[config.mk]
export PLATFORM = sky130hd
export DESIGN_NAME = elu3d_sqrt_pipe
export DESIGN_NICKNAME = d
export VERILOG_FILES = /design/src/hw/rtl/elu3d_sqrt_pipe.sv
export SDC_FILE = /design/constraint.sdc
export NUM_CORES = 2
export LEC_CHECK = 0
export BUFFER_PORTS_ARGS = -buffer_cell sky130_fd_sc_hd__buf_2
export CORE_MARGIN = 10
export CORE_UTILIZATION = 45
export CTS_CLUSTER_SIZE = 8
export DETAILED_ROUTE_END_ITERATION = 7
export GPL_TIMING_DRIVEN = 0
export PLACE_DENSITY = 0.67
export RECOVER_POWER = 25
export SLEW_MARGIN = 10
export SYNTH_ARGS = -nofsm -noshare
export SYNTH_HDL_FRONTEND = slang
export SYNTH_SLANG_ARGS = --single-unit
export TNS_END_PERCENT = 30
[constraint.sdc]
create_clock -name clk -period 3.9 [get_ports clk]
set_input_delay 0.39 -clock clk [delete_from_list [all_inputs] [get_ports clk]]
set_output_delay 0.39 -clock clk [all_outputs]
set_load 0.005 [all_outputs]
[src/hw/rtl/elu3d_sqrt_pipe.sv]
module elu3d_sqrt_pipe #(
    parameter int RAD_WIDTH = 52
) (
    input  logic                   clk,
    input  logic                   en,
    input  logic [RAD_WIDTH-1:0]   radicand,
    output logic [RAD_WIDTH/2-1:0] root
);

    localparam int QW = RAD_WIDTH / 2;

    logic [RAD_WIDTH-1:0] rad_reg  [QW];
    logic [QW+1:0]        rem_reg  [QW];
    logic [QW-1:0]        root_reg [QW];

    for (genvar k = 0; k < QW; k++) begin : g_step
        logic [RAD_WIDTH-1:0] rad_in;
        logic [QW+1:0]        rem_in;
        logic [QW-1:0]        root_in;
        logic [QW+3:0]        cur;
        logic [QW+3:0]        trial;
        logic                 ge;
        logic [QW+3:0]        diff;
        logic [RAD_WIDTH-1:0] rad_next;
        logic [QW+1:0]        rem_next;
        logic [QW-1:0]        root_next;

        if (k == 0) begin : g_first
            assign rad_in  = radicand;
            assign rem_in  = '0;
            assign root_in = '0;
        end
        else begin : g_rest
            assign rad_in  = rad_reg[k-1];
            assign rem_in  = rem_reg[k-1];
            assign root_in = root_reg[k-1];
        end

        always_comb
        begin
            cur       = {rem_in, rad_in[RAD_WIDTH-1 -: 2]};
            trial     = {2'b00, root_in, 2'b01};
            ge        = (cur >= trial);
            diff      = cur - trial;
            rem_next  = ge ? diff[QW+1:0] : cur[QW+1:0];
            root_next = {root_in[QW-2:0], ge};
            rad_next  = {rad_in[RAD_WIDTH-3:0], 2'b00};
        end

        always_ff @(posedge clk)
        begin
            if (en)
            begin
                rad_reg[k]  <= rad_next;
                rem_reg[k]  <= rem_next;
                root_reg[k] <= root_next;
            end
        end
    end

    assign root = root_reg[QW-1];

endmodule

Word level (Yosys, flattened, before mapping)
Memory sizes are Yosys's and may differ from the RTL's.
Cells that the tools add are included.
{"block": "totals", "inputBits": 54, "memories": 3, "output_inout_bits": 26, "ram_bits": 2704, "ff_bits": 0}
{"block": "op_classes", "mux": 28, "add_sub_neg": 26, "magnitude_cmp": 26}
{"memory": "rad_reg", "words": 26, "width": 50, "rd": 25, "rd_ports_with_merged_regs": 0, "write_ports": 26, "line": "12", "rtl": "logic [RAD_WIDTH-1:0] rad_reg [QW];"}
{"memory": "rem_reg", "words": 26, "width": 28, "rd": 25, "rd_ports_with_merged_regs": 0, "write_ports": 26, "line": "13", "rtl": "logic [QW+1:0] rem_reg [QW];"}
{"memory": "root_reg", "words": 26, "width": 26, "rd": 26, "rd_ports_with_merged_regs": 0, "write_ports": 26, "line": "14", "rtl": "logic [QW-1:0] root_reg [QW];"}
{"cell": "greater-or-equal comparator 30 x 28 -> 1 bit", "n": 25}
{"cell": "two-way mux 28 bit", "n": 26}
{"cell": "subtractor 28 bit", "n": 25}
{"cell": "subtractor 2 x 1 -> 3 bit, second input constant", "n": 1}
{"cell": "greater-or-equal comparator 2 x 1 -> 1 bit, second input constant", "n": 1}
{"cell": "two-way mux 1 bit", "n": 2}

Depth between registers and ports, before layout
An unclocked memory read counts as a cell.
{"block": "logic_depth", "depth_word": 3, "depth_mapped": 14, "mapped_depth_nobuf": 12}

Worst setup path before layout
No wires, ideal clock.
{"block": "synth_timing", "kind": "flip-flop to flip-flop", "from": "mem rem_reg[1][84] (netlist bit)", "to": "mem rem_reg[1][116] (netlist bit) (data pin)", "arrival_time_ns": 2.936, "required_ns": 3.640, "synth_period_minus_slack_ns": 3.196, "slack_ns": 0.704, "path_buffers": 1, "path_stages_with_launch": 10, "setup_ns": 0.260, "cell_sequence": "edfxtp_1 -> ha_1 -> nor2b_1 -> o31a_1 -> o31a_1 -> o41ai_1 -> nand4_1 -> nand3_1 -> clkbuf_1 -> mux2_2"}
{"item": "start, declared", "line": "13"}

==> flow_summary_export.csv <==
group,metric,value,unit
synth,synth_sequential_area_ratio,64.7,%
floorplan,initial_utilization,45.4,%
cells_and_area,final_common_cell,"edfxtp_1",
synth,yosys.cell_types.count,87,
critical_path,criticalPathCategory,"flip-flop to flip-flop",
routing,totalWireLength,149,mm
synth,netlist_instances,5959,
cts,clk_pin_slew,50,ps
floorplan,row_count,151,
hold_path,origin_of_the_worst_min_delay_path,"en",
placed_design,port-buffer-count,79,
floorplan,top_level_ports,80,
timing,tightestPinTransition,1280,ps
floorplan,die_area,189000,um2
critical_path,setup.worst_path.start_class,"flip-flop",
global_routing,globalRouteOverflowTotal,0,
routing,vias_per_cell,5.42,
routing,detail_route.wl_per_cell,17.3,um
synth,dominantRegCellSynth,"edfxtp_1",
cells_and_area,multi_input_area,25200,um2
critical_path,worst-endpoint-required,4470,ps
run_status,status,"completed",
synth,synth.avg_cell_area,13.0,um2
synth,synth.cell_area,77200,um2
critical_path,cp-startpoint,"rem_reg[0][88]",
global_routing,globalRouteMet3Util,2.97,%
power_and_ir_drop,static-leakage-power,0.0333,uW
synth,syn_nets,6392,
routing,dr.pass1.iters,6,
power_and_ir_drop,pwr_density_cell,567,nW/um2
hold_path,holdCritPathClass,"input port to flip-flop",
critical_path,crit_arrival,4310,ps
cts,cts_tree,"built",
cts,cts-htree-levels,4,
timing,share_of_the_clock_period_used_by_the_worst_path,96.0,%
run,drv_cap,0,
cts,cts.root.buffer_cell,"clkbuf_16",
global_routing,via_count_of_the_first_global_routing_pass,46200,
cts,worst_skew_pair.late_latency,850,ps
global_routing,initial_antenna_violation_count,0,
synth,number_of_enable_flip_flop_cells_after_synthesis,1663,
placed_design,gpl.final_weighted_congestion,0.886,
cells_and_area,area_growth,13.4,%
timing,final-setup-viol-count,0,
cts,cts_made_buffers,227,
critical_path,critical_path_peak_fanout,10,
global_routing,grt_first_pass_wirelength,240,mm
routing,detail_route.iter0.violations,3175,
floorplan,core,170000,um2
routing,antenna_left,0,
global_routing,grt_util_all_layers,15.6,%
cells_and_area,area_of_all_sequential_standard_cells,49900,um2
cells_and_area,utilization,51.5,%
timing,max_transition_viols_final,0,
floorplan,fp.dieH,434,um
cells_and_area,design.final.nets,6767,
synth,synthArstFlopShare,0,%
critical_path,cp-end-kind,"flip-flop",
global_routing,grt.met1_usage,19.5,%
global_routing,grt_max_degree,173,
placed_design,worst_slack_after_detailed_placement,-938,ps
timing,timing.setup.tns,0,ps
routing,remaining_drc_errors,0,
synth,synth.yosys.warnings,0,
power_and_ir_drop,ir_worst_vdd,0.404,mV
timing,min_period,3740,ps
synth,synth-seq-cells,1663,
floorplan,floorplan.die.width,434,um
timing,slew-limit-headroom,14.4,%
global_routing,busiest_layer,"met2",
cells_and_area,fillerInstances,14300,
cts,clockBufferDepth,3,
cells_and_area,largest_reg_flops,662,
timing,final.setup.worst_slack,157,ps
placed_design,placed_wire_length_estimate_after_detailed_placement,106,mm
timing,worst_clock_skew,62.5,ps
cells_and_area,layout.cells.most_common_list,"edfxtp_1, inv_1, nand2_1, ha_1, nor2_1",
routing,dr_total_vias,46500,
global_routing,grt_util_met2,26.6,%
timing,hold_viol_final,0,
timing,clock.fmax,267,MHz
cts,clock-sinks,1663,
critical_path,reg2reg_from,"rem_reg[0][88]",
cells_and_area,layout-drive-gt1-share,7.77,%
timing,grt_setup_unrepaired,"true",
## power breakdown
part / leakage [uW] / switching (uW) / internal, uW
combinational: 0.0144 / 5070 / 3590
sequential: 0.0160 / 1350 / 22500
clock: 0.00295 / 6940 / 10200
## layout make-up
class	instances	share of cell area [%]
multi-input cells	3712	28.8
flip-flops and latches	1663	57.0
clock buffers	233	6.52
diodes	1	0.00286
well taps	2218	3.17
plain buffers	107	0.540
clock inverters	17	0.422
inverters	477	2.05
repair buffers	146	1.42
## path summary, 6_finish.rpt
kind,end,depth (start not counted),slack (ps)
max reg2reg,rem_reg[0][133],10,160
min reg2reg,rad_reg[0][316],0,370
max,rem_reg[0][133],10,160
min,rad_reg[0][54],1,30
## critical path, cell delays in order, from the launching register on
cell	delay (ps)
edfxtp_1	440
or4_1	560
or4_1	500
or4_1	410
buf_2	180
nor4_2	510
nand3b_1	270
nand2_1	160
buf_4	190
nor4_1	70
xor2_1	150
## repair_timing
item                                   CTS  global route
pin swaps                                1             1
setup endpoints to repair              221           161
endpoints found under the hold margin   53             0
resized for setup                       35            36
hold buffers                            53             0
buffers inserted                         3             1
cloned                                   0             0
## per-stage QoR
step | hold WS [ps] | total power, uW | cells | area (um2)
after detailed placement | 405 | 32600 | 8266 | 80700
final | 29.4 | 49600 | 8574 | 87500
after global routing | 27.2 | 52200 | 8573 | 87500
after CTS | 2.62 | 50100 | 8572 | 87400
after global placement | 401 | 33300 | 8256 | 80400
after floorplan | 400 | 29800 | 5959 | 77200
## per-layer routing
layer | routed length [um] | vias up | share of wire (%)
met5 | 0 | - | 0
met4 | 5480 | 0 | 3.7
met3 | 6770 | 360 | 4.6
met2 | 73000 | 1098 | 49
met1 | 63500 | 22300 | 43
li1 | - | 22700 | -
## synthesized netlist by cell type, drive strengths merged (34+ instances only)
library cell     n  share of area (%)
nand2b          73               0.59
nand4           60               0.49
or2             41               0.34
nor2b           56               0.45
mux2            37               0.54
clkbuf          85               0.41
edfxtp        1663                 65
o31ai           34               0.33
o21a            73               0.71
a211oi          38               0.37
nor4            83               0.69
or4             43               0.43
nor2           346                1.7
nand2          438                2.1
inv            475                2.3
nor3           161                1.0
ha             379                6.1
a31oi           37               0.31
a21o           125                1.2
xor2           295                3.3
nand3           89               0.58
xnor2          242                2.7
o21ai          346                2.2
or3             57               0.46
a21oi          340                2.2
## logic make-up after synthesis
| group | count (synthesis) | share of synthesized area [%] |
|---|---|---|
| buf+inv | 584 | 2.88 |
| other cells | 1 | 0.00486 |
| simple gates | 1556 | 9.98 |
| compound gates | 1191 | 9.56 |
| fa+ha+maj | 379 | 6.14 |
| flops | 1663 | 64.7 |
| mux | 48 | 0.682 |
| xor+xnor | 537 | 6.09 |
(Power assumes the default switching activity.)
